==> src/hw/rtl/c2s_pkg.sv <==
// Shared types, constants and helpers for the CAN frame to SLCAN ASCII encoder.
// No dependencies; imported by every module of the block.
package c2s_pkg;

  localparam int unsigned MaxPayloadDef = 64;
  localparam int unsigned QueueDepth    = 2;
  localparam int unsigned NibW          = 40;
  localparam int unsigned NibCntW       = 4;
  localparam int unsigned CharW         = 7;

  localparam logic [CharW-1:0] AsciiCr      = 7'h0D;
  localparam logic [CharW-1:0] LetterExtBrs = 7'h44;  // D
  localparam logic [CharW-1:0] LetterStdBrs = 7'h64;  // d
  localparam logic [CharW-1:0] LetterExtFd  = 7'h42;  // B
  localparam logic [CharW-1:0] LetterStdFd  = 7'h62;  // b
  localparam logic [CharW-1:0] LetterExtCls = 7'h54;  // T
  localparam logic [CharW-1:0] LetterStdCls = 7'h74;  // t

  typedef enum logic {
    OpHeader = 1'b0,
    OpData   = 1'b1
  } op_e;

  // One line fragment: optional letter, then hex nibbles MSB first, then optional CR.
  typedef struct packed {
    logic               has_letter;
    logic [CharW-1:0]   letter;
    logic [NibW-1:0]    nibs;
    logic [NibCntW-1:0] n_nib;
    logic               add_cr;
  } job_t;

  function automatic logic [CharW-1:0] hex_char(input logic [3:0] n);
    logic [CharW-1:0] c;
    if (n < 4'd10) c = 7'h30 + {3'b000, n};
    else           c = 7'h37 + {3'b000, n};
    return c;
  endfunction

  function automatic logic [3:0] length_code(input logic [6:0] len);
    logic [3:0] code;
    if (len <= 7'd8)       code = len[3:0];
    else if (len <= 7'd12) code = 4'h9;
    else if (len <= 7'd16) code = 4'hA;
    else if (len <= 7'd20) code = 4'hB;
    else if (len <= 7'd24) code = 4'hC;
    else if (len <= 7'd32) code = 4'hD;
    else if (len <= 7'd48) code = 4'hE;
    else                   code = 4'hF;
    return code;
  endfunction

endpackage

==> src/hw/rtl/can_frame_to_slcan_ascii_top.sv <==
// CAN / CAN FD frame to SLCAN ASCII line encoder, top level.
// The first character of an item passes through the queue, the back-end job registers and the output register.
// The back end emits one character per cycle while the output is not stalled: a header is 5 to 11 characters,
// a data item 2 or 3; the front end takes one item per cycle while the 2-entry queue has room.
// Reset (rst_ni low, async): clears pending byte count, queue and output valid; no line is open.
// Depends on c2s_pkg, c2s_front, c2s_queue, c2s_back.
module can_frame_to_slcan_ascii_top #(
  parameter int unsigned MaxPayload = c2s_pkg::MaxPayloadDef
) (
  input  logic                      clk_i,
  input  logic                      rst_ni,
  input  logic                      in_valid_i,
  output logic                      in_ready_o,
  input  logic                      op_i,
  input  logic [28:0]               ident_i,
  input  logic                      is_extended_i,
  input  logic                      is_fd_i,
  input  logic                      bit_rate_switch_i,
  input  logic [6:0]                byte_count_i,
  input  logic [7:0]                data_byte_i,
  output logic                      out_valid_o,
  input  logic                      out_ready_i,
  output logic [c2s_pkg::CharW-1:0] ascii_char_o,
  output logic                      end_of_line_o,
  output logic                      last_of_run_o
);
  import c2s_pkg::*;

  job_t push_job, head_job;
  logic push, pop, q_full, q_empty;

  // Front: classify each transfer, track open line, build a job for the queue.
  c2s_front #(
    .MaxPayload(MaxPayload)
  ) u_front (
    .clk_i            (clk_i),
    .rst_ni           (rst_ni),
    .in_valid_i       (in_valid_i),
    .in_ready_o       (in_ready_o),
    .op_i             (op_i),
    .ident_i          (ident_i),
    .is_extended_i    (is_extended_i),
    .is_fd_i          (is_fd_i),
    .bit_rate_switch_i(bit_rate_switch_i),
    .byte_count_i     (byte_count_i),
    .data_byte_i      (data_byte_i),
    .q_full_i         (q_full),
    .push_o           (push),
    .job_o            (push_job)
  );

  // Queue: decouple classification from character output so each side stalls alone.
  c2s_queue #(
    .Depth(QueueDepth)
  ) u_queue (
    .clk_i  (clk_i),
    .rst_ni (rst_ni),
    .push_i (push),
    .wdata_i(push_job),
    .pop_i  (pop),
    .rdata_o(head_job),
    .full_o (q_full),
    .empty_o(q_empty)
  );

  // Back: shift jobs out as characters through the output register.
  c2s_back u_back (
    .clk_i        (clk_i),
    .rst_ni       (rst_ni),
    .job_i        (head_job),
    .job_avail_i  (!q_empty),
    .pop_o        (pop),
    .out_valid_o  (out_valid_o),
    .out_ready_i  (out_ready_i),
    .ascii_char_o (ascii_char_o),
    .end_of_line_o(end_of_line_o),
    .last_of_run_o(last_of_run_o)
  );

  // The closing CR is always the final character of its item.
  a_eol_is_cr: assert property (@(posedge clk_i) disable iff (!rst_ni)
    out_valid_o && end_of_line_o |-> last_of_run_o && ascii_char_o == AsciiCr)
    else $error("end of line without CR or last flag");

  // The front never pushes into a full queue.
  a_no_overflow: assert property (@(posedge clk_i) disable iff (!rst_ni)
    push |-> !q_full)
    else $error("job pushed into full queue");

  // A job is only taken from a non-empty queue.
  a_no_underflow: assert property (@(posedge clk_i) disable iff (!rst_ni)
    pop |-> !q_empty)
    else $error("job popped from empty queue");

endmodule

==> src/hw/rtl/c2s_front.sv <==
// Front end: accepts header and data items, tracks pending bytes, builds line jobs.
// Depends on c2s_pkg.
module c2s_front #(
  parameter int unsigned MaxPayload = c2s_pkg::MaxPayloadDef
) (
  input  logic          clk_i,
  input  logic          rst_ni,
  input  logic          in_valid_i,
  output logic          in_ready_o,
  input  logic          op_i,
  input  logic [28:0]   ident_i,
  input  logic          is_extended_i,
  input  logic          is_fd_i,
  input  logic          bit_rate_switch_i,
  input  logic [6:0]    byte_count_i,
  input  logic [7:0]    data_byte_i,
  input  logic          q_full_i,
  output logic          push_o,
  output c2s_pkg::job_t job_o
);
  import c2s_pkg::*;

  localparam int unsigned PendW = $clog2(MaxPayload + 1);

  logic [PendW-1:0] pending_q, pending_d;
  logic [6:0]       sat_len;
  logic [3:0]       dlc;
  logic [CharW-1:0] letter;
  logic             accept;

  assign in_ready_o = !q_full_i;
  assign accept     = in_valid_i && in_ready_o;
  assign sat_len    = (byte_count_i > 7'(MaxPayload)) ? 7'(MaxPayload) : byte_count_i;
  assign dlc        = length_code(sat_len);

  always_comb begin
    if (is_fd_i) begin
      if (bit_rate_switch_i) letter = is_extended_i ? LetterExtBrs : LetterStdBrs;
      else                   letter = is_extended_i ? LetterExtFd  : LetterStdFd;
    end else begin
      letter = is_extended_i ? LetterExtCls : LetterStdCls;
    end
  end

  always_comb begin
    job_o     = '0;
    push_o    = 1'b0;
    pending_d = pending_q;
    if (op_i == OpHeader) begin
      job_o.has_letter = 1'b1;
      job_o.letter     = letter;
      job_o.add_cr     = (sat_len == 7'd0);
      if (is_extended_i) begin
        job_o.nibs  = {3'b000, ident_i, dlc, 4'h0};
        job_o.n_nib = 4'd9;
      end else begin
        job_o.nibs  = {1'b0, ident_i[10:0], dlc, 24'h0};
        job_o.n_nib = 4'd4;
      end
      if (accept) begin
        push_o    = 1'b1;
        pending_d = PendW'(sat_len);
      end
    end else begin
      job_o.nibs   = {data_byte_i, 32'h0};
      job_o.n_nib  = 4'd2;
      job_o.add_cr = (pending_q == PendW'(1));
      // drop a data item when no line is open
      if (accept && pending_q != '0) begin
        push_o    = 1'b1;
        pending_d = pending_q - PendW'(1);
      end
    end
  end

  always_ff @(posedge clk_i or negedge rst_ni) begin
    if (!rst_ni) begin
      pending_q <= '0;
    end else begin
      pending_q <= pending_d;
    end
  end

endmodule

==> src/hw/rtl/c2s_queue.sv <==
// Short job queue between front and back end; Depth must be a power of two.
// Depends on c2s_pkg.
module c2s_queue #(
  parameter int unsigned Depth = c2s_pkg::QueueDepth
) (
  input  logic          clk_i,
  input  logic          rst_ni,
  input  logic          push_i,
  input  c2s_pkg::job_t wdata_i,
  input  logic          pop_i,
  output c2s_pkg::job_t rdata_o,
  output logic          full_o,
  output logic          empty_o
);
  import c2s_pkg::*;

  localparam int unsigned PtrW = $clog2(Depth);
  localparam int unsigned CntW = $clog2(Depth + 1);

  job_t            mem_q [Depth];
  logic [PtrW-1:0] wr_ptr_q, rd_ptr_q;
  logic [CntW-1:0] count_q;
  logic            do_push, do_pop;

  assign full_o  = (count_q == CntW'(Depth));
  assign empty_o = (count_q == '0);
  assign do_push = push_i && !full_o;
  assign do_pop  = pop_i && !empty_o;
  assign rdata_o = mem_q[rd_ptr_q];

  always_ff @(posedge clk_i) begin
    if (do_push) begin
      mem_q[wr_ptr_q] <= wdata_i;
    end
  end

  always_ff @(posedge clk_i or negedge rst_ni) begin
    if (!rst_ni) begin
      wr_ptr_q <= '0;
      rd_ptr_q <= '0;
      count_q  <= '0;
    end else begin
      if (do_push) wr_ptr_q <= wr_ptr_q + PtrW'(1);
      if (do_pop)  rd_ptr_q <= rd_ptr_q + PtrW'(1);
      if (do_push && !do_pop)      count_q <= count_q + CntW'(1);
      else if (do_pop && !do_push) count_q <= count_q - CntW'(1);
    end
  end

endmodule

==> src/hw/rtl/c2s_back.sv <==
// Back end: serializes queued jobs into ASCII characters via an output register, one per cycle unless stalled.
// Depends on c2s_pkg.
module c2s_back (
  input  logic                      clk_i,
  input  logic                      rst_ni,
  input  c2s_pkg::job_t             job_i,
  input  logic                      job_avail_i,
  output logic                      pop_o,
  output logic                      out_valid_o,
  input  logic                      out_ready_i,
  output logic [c2s_pkg::CharW-1:0] ascii_char_o,
  output logic                      end_of_line_o,
  output logic                      last_of_run_o
);
  import c2s_pkg::*;

  logic               busy_q, busy_d;
  logic               let_q, let_d;
  logic [CharW-1:0]   letter_q, letter_d;
  logic [NibW-1:0]    nibs_q, nibs_d;
  logic [NibCntW-1:0] cnt_q, cnt_d;
  logic               cr_q, cr_d;
  logic               ov_q, ov_d;
  logic [CharW-1:0]   ch_q, ch_d;
  logic               eol_q, eol_d;
  logic               last_q, last_d;
  logic               adv, emit, is_last;

  assign adv  = !ov_q || out_ready_i;
  assign emit = adv && busy_q;

  always_comb begin
    busy_d   = busy_q;
    let_d    = let_q;
    letter_d = letter_q;
    nibs_d   = nibs_q;
    cnt_d    = cnt_q;
    cr_d     = cr_q;
    ov_d     = ov_q;
    ch_d     = ch_q;
    eol_d    = eol_q;
    last_d   = last_q;
    is_last  = 1'b0;

    if (let_q) begin
      ch_d    = letter_q;
      eol_d   = 1'b0;
      is_last = (cnt_q == '0) && !cr_q;
    end else if (cnt_q != '0) begin
      ch_d    = hex_char(nibs_q[NibW-1 -: 4]);
      eol_d   = 1'b0;
      is_last = (cnt_q == NibCntW'(1)) && !cr_q;
    end else begin
      ch_d    = AsciiCr;
      eol_d   = 1'b1;
      is_last = 1'b1;
    end
    last_d = is_last;

    if (adv) ov_d = emit;
    if (!emit) begin
      ch_d   = ch_q;
      eol_d  = eol_q;
      last_d = last_q;
    end else begin
      if (let_q) begin
        let_d = 1'b0;
      end else if (cnt_q != '0) begin
        nibs_d = nibs_q << 4;
        cnt_d  = cnt_q - NibCntW'(1);
      end else begin
        cr_d = 1'b0;
      end
      if (is_last) busy_d = 1'b0;
    end

    // load the next job when idle or as the current one finishes
    pop_o = job_avail_i && (!busy_q || (emit && is_last));
    if (pop_o) begin
      busy_d   = 1'b1;
      let_d    = job_i.has_letter;
      letter_d = job_i.letter;
      nibs_d   = job_i.nibs;
      cnt_d    = job_i.n_nib;
      cr_d     = job_i.add_cr;
    end
  end

  always_ff @(posedge clk_i or negedge rst_ni) begin
    if (!rst_ni) begin
      busy_q <= 1'b0;
      ov_q   <= 1'b0;
    end else begin
      busy_q <= busy_d;
      ov_q   <= ov_d;
    end
  end

  always_ff @(posedge clk_i) begin
    let_q    <= let_d;
    letter_q <= letter_d;
    nibs_q   <= nibs_d;
    cnt_q    <= cnt_d;
    cr_q     <= cr_d;
    ch_q     <= ch_d;
    eol_q    <= eol_d;
    last_q   <= last_d;
  end

  assign out_valid_o   = ov_q;
  assign ascii_char_o  = ch_q;
  assign end_of_line_o = eol_q;
  assign last_of_run_o = last_q;

endmodule
==> config.mk <==
export PLATFORM = sky130hd
export DESIGN_NAME = can_frame_to_slcan_ascii_top
export DESIGN_NICKNAME = d
export VERILOG_FILES = /design/src/hw/rtl/c2s_pkg.sv /design/src/hw/rtl/can_frame_to_slcan_ascii_top.sv /design/src/hw/rtl/c2s_front.sv /design/src/hw/rtl/c2s_queue.sv /design/src/hw/rtl/c2s_back.sv
export SDC_FILE = /design/constraint.sdc
export NUM_CORES = 1
export LEC_CHECK = 0
export ABC_CLOCK_PERIOD_IN_PS = 4450
export BUFFER_PORTS_ARGS = -buffer_cell sky130_fd_sc_hd__buf_2
export CELL_PAD_IN_SITES_DETAIL_PLACEMENT = 1
export CELL_PAD_IN_SITES_GLOBAL_PLACEMENT = 1
export CORE_ASPECT_RATIO = 0.7
export CORE_MARGIN = 1
export CORE_UTILIZATION = 46
export DETAILED_ROUTE_END_ITERATION = 10
export HOLD_SLACK_MARGIN = 0.03
export PLACE_DENSITY_LB_ADDON = 0.1
export SLEW_MARGIN = 20
export SYNTH_ARGS = -nofsm -noshare
export SYNTH_HDL_FRONTEND = slang
export SYNTH_HIERARCHICAL = 1
export SYNTH_SLANG_ARGS = --single-unit
==> constraint.sdc <==
create_clock -name clk_i -period 4.45 [get_ports clk_i]
set_clock_uncertainty 0.1 [all_clocks]
set_input_delay 0.2225 -clock clk_i [delete_from_list [all_inputs] [get_ports clk_i]]
set_output_delay 0.2225 -clock clk_i [all_outputs]
set_load 0.03 [all_outputs]
==> reports/results.ini <==
[synth]
avgSynthCellArea_um2=15.6
syn_area_mm2=0.00821
synth_top_cell_by_area=edfxtp_1
postSynthCellCount=528
synth_area_leaders=edfxtp_1, mux2_4, mux2_2, dfrtp_1, and3_1
synth_top_area_share=0.614
ys_ff_latch=181
synth_enable_flop_cells=168
synthFlopType=edfxtp_1
synth.distinct_cells=51
seq_area_frac_synth=0.654
synthArstFlopShare=0.0718
ys.warnings.count=6

[layout]
area_delta_synth_final_pct=12.9
multi_input_area_mm2=0.00251
drive_above_1_share=0.330
num_antenna_cells=0
layout.nets=649
postLayoutCellArea_mm2=0.00928
num-fill-cells=1692
layout.area.seq_mm2=0.00537

[floorplan]
core_area_mm2=0.0173
start_util=0.474
rows=40
die_w_um=162
die_y_um=114
design.portCount=63
die_area_mm2=0.0184

[grt]
gr-usage-met3=0.0487
grt_pass1_wl_mm=26.5
grt_pass1_vias=4765
grt_max_degree=54
globalRouteMet1Util=0.266
grt_busiest_layer=met2
grt_overflow=0
antenna_found_initial=0
grtUsageTotal=0.197
met2_usage=0.325

[critical_path]
r2r_setup_slack_ps=1240
crit_arrival_ps=3170
ff2ff_path_depth=7
reg2reg_to=u_queue/mem_q[0][40]
cp.required_ps=4410
worstPathMaxFanout=53
worstSetupStartpointType=flip-flop
cp-startpoint=u_queue/count_q[0]
critPathKind=flip-flop to flip-flop
r2r-start=u_queue/count_q[0]
endpoint_kind=flip-flop

[cts]
cts_made_buffers=17
cts_root_buf=clkbuf_16
cts_tree=built
clk_path_buf_depth=2
cts.htree.levels=4
path_clk_slew_ps=70
clock_latency_ps=430
clock-sinks=181

[timing]
tightest_slew_ps=986
setup_tns_ps=0
slew_violations=0
fin_crit_sh=0.722
max_slew_margin=0.342
setup_viol=0
setup_ws_ps=1240
rsz0062_at_grt=no
whs_ps=37.6
period_minus_slack_ps=3210
fmax_mhz=311
hold_viol=0

[drt]
initialDrtViolationCount=289
dr.pass1.iters=4
drc=0
wl_per_cell_um=20.3
via_count=4446
routed_wl_mm=16.9
via_per_inst=5.33
final_antenna_net_count=0

[hold_path]
whs_endpoint=u_queue/mem_q[1][39]
hold_path.class=input port to flip-flop
worstHoldStart=data_byte_i[2]
min_path_cells=3

[placement]
placedInstanceArea_mm2=0.00860
hpwl_mm=11.1
gp_congestion=0.796
io_buffer_count=62
place_ws_ps=1210

[power_and_ir_drop]
fin_total_pwr_w=0.00564
p_leak_nw=3.62
power_per_cell_area_mw_per_mm2=608
ir_worst_vdd_uv=293

[outcome]
status=finished, final reports clean

[job]
maxCapViolations=0

-- critical path, stage by stage (launching register included) --
cell and delay, ps:
dfrtp_1 430, nand2b_1 180, inv_1 60, nand2b_1 220, a31oi_1 730, nand2_1 310, nor2_4 150, buf_4 640
-- layout by cell type, fill, tap and decap left out, drive strengths merged, types with 2 or more instances in the layout --
cell type / count
xor2: 4
o21ai: 23
mux2i: 10
nand2: 28
nor3: 6
bufinv: 4
and2: 7
and3: 18
o21a: 2
dlygate4sd3: 5
or3: 2
xnor2: 4
nor2b: 3
nand3: 4
nor3b: 3
ha: 7
a31oi: 3
a21oi: 12
clkinv: 5
nor2: 27
nand2b: 8
a22o: 4
inv: 24
buf: 68
a32oi: 2
o211ai: 5
dfrtp: 13
a221o: 2
edfxtp: 168
clkbuf: 18
mux2: 93
conb: 6
-- cells by family (layout without fill, tap and decap cells) --
group / count (synthesis) / in the layout / synth area share
compound gates: 61 / 61 / 0.0488
xor+xnor: 8 / 8 / 0.00853
fa+ha+maj: 7 / 7 / 0.0107
buf+inv: 55 / 125 / 0.0452
flops: 181 / 181 / 0.654
mux: 103 / 103 / 0.163
other cells: 1 / 6 / 0.000457
simple gates: 112 / 112 / 0.0699
-- per-layer routing --
metal,routed length (um),vias up
li1,-,2082
met1,8250,2297
met2,8100,56
met3,460,11
met4,125,0
met5,0,-
-- area by class of cell --
class | count | share of cell area
Inverter | 20 | 0.00809
Tap cell | 231 | 0.0312
Clock buffer | 18 | 0.0463
Clock inverter | 14 | 0.0212
Sequential cell | 181 | 0.579
Multi-Input combinational cell | 297 | 0.271
Timing Repair Buffer | 73 | 0.0437
-- registers in the layout, indices dropped and copies added, names as in the netlist --
register / flops
u_queue/mem_q: 106
u_back/nibs_q: 40
u_back/ascii_char_o: 7
u_back/letter_q: 7
u_front/pending_q: 7
u_back/cnt_q: 4
u_queue/count_q: 2
u_back/busy_q: 1
u_back/cr_q: 1
u_back/end_of_line_o: 1
u_back/last_of_run_o: 1
u_back/let_q: 1
u_back/out_valid_o: 1
u_queue/rd_ptr_q: 1
u_queue/wr_ptr_q: 1
-- power breakdown --
group | internal [W] | switching (W)
Combinational | 0.000676 | 0.000719
Clock | 0.000946 | 0.000653
Sequential | 0.00241 | 0.000229
-- worst max-delay path by stage --
stage / endpoint / slack, ps
detailed placement: u_queue/mem_q[0][23] / 1210
CTS: u_queue/mem_q[0][33] / 1240
global placement: u_queue/mem_q[0][13] / 1350
floorplan: u_queue/mem_q[0][0] / 440
finish: u_queue/mem_q[0][40] / 1240
global route: u_queue/mem_q[0][33] / 1050
-- repair_timing --
action                                 4_1_cts  5_1_grt
buffers inserted                             0        0
resized for setup                            0        0
endpoints found under the hold margin       20        0
hold buffers                                 5        0
-- through the flow --
stage,util,cells
global placement,0.497,797
finish,0.536,834
CTS,0.536,834
floorplan,-,533
global route,0.536,834
detailed placement,0.497,797
-- synthesized netlist by cell type, types with 2 or more instances --
| library cell | instances |
|---|---|
| xor2_1 | 4 |
| nand2_1 | 28 |
| o21ai_0 | 20 |
| nor3b_1 | 3 |
| a221o_1 | 2 |
| nor3_1 | 6 |
| nor2_1 | 27 |
| buf_4 | 10 |
| mux2_4 | 50 |
| nand2b_1 | 8 |
| dfrtp_1 | 13 |
| and2_1 | 7 |
| nor2b_1 | 3 |
| ha_1 | 7 |
| a21oi_1 | 12 |
| buf_6 | 6 |
| and3_1 | 18 |
| xnor2_1 | 4 |
| o21a_1 | 2 |
| mux2i_1 | 10 |
| or3_1 | 2 |
| a32oi_1 | 2 |
| o211ai_1 | 5 |
| mux2_2 | 43 |
| inv_1 | 19 |
| clkbuf_1 | 13 |
| a31oi_1 | 3 |
| nand3_1 | 4 |
| edfxtp_1 | 168 |
| buf_12 | 5 |
| a22o_1 | 4 |
Note: power is estimated with default switching activity, not from simulation.
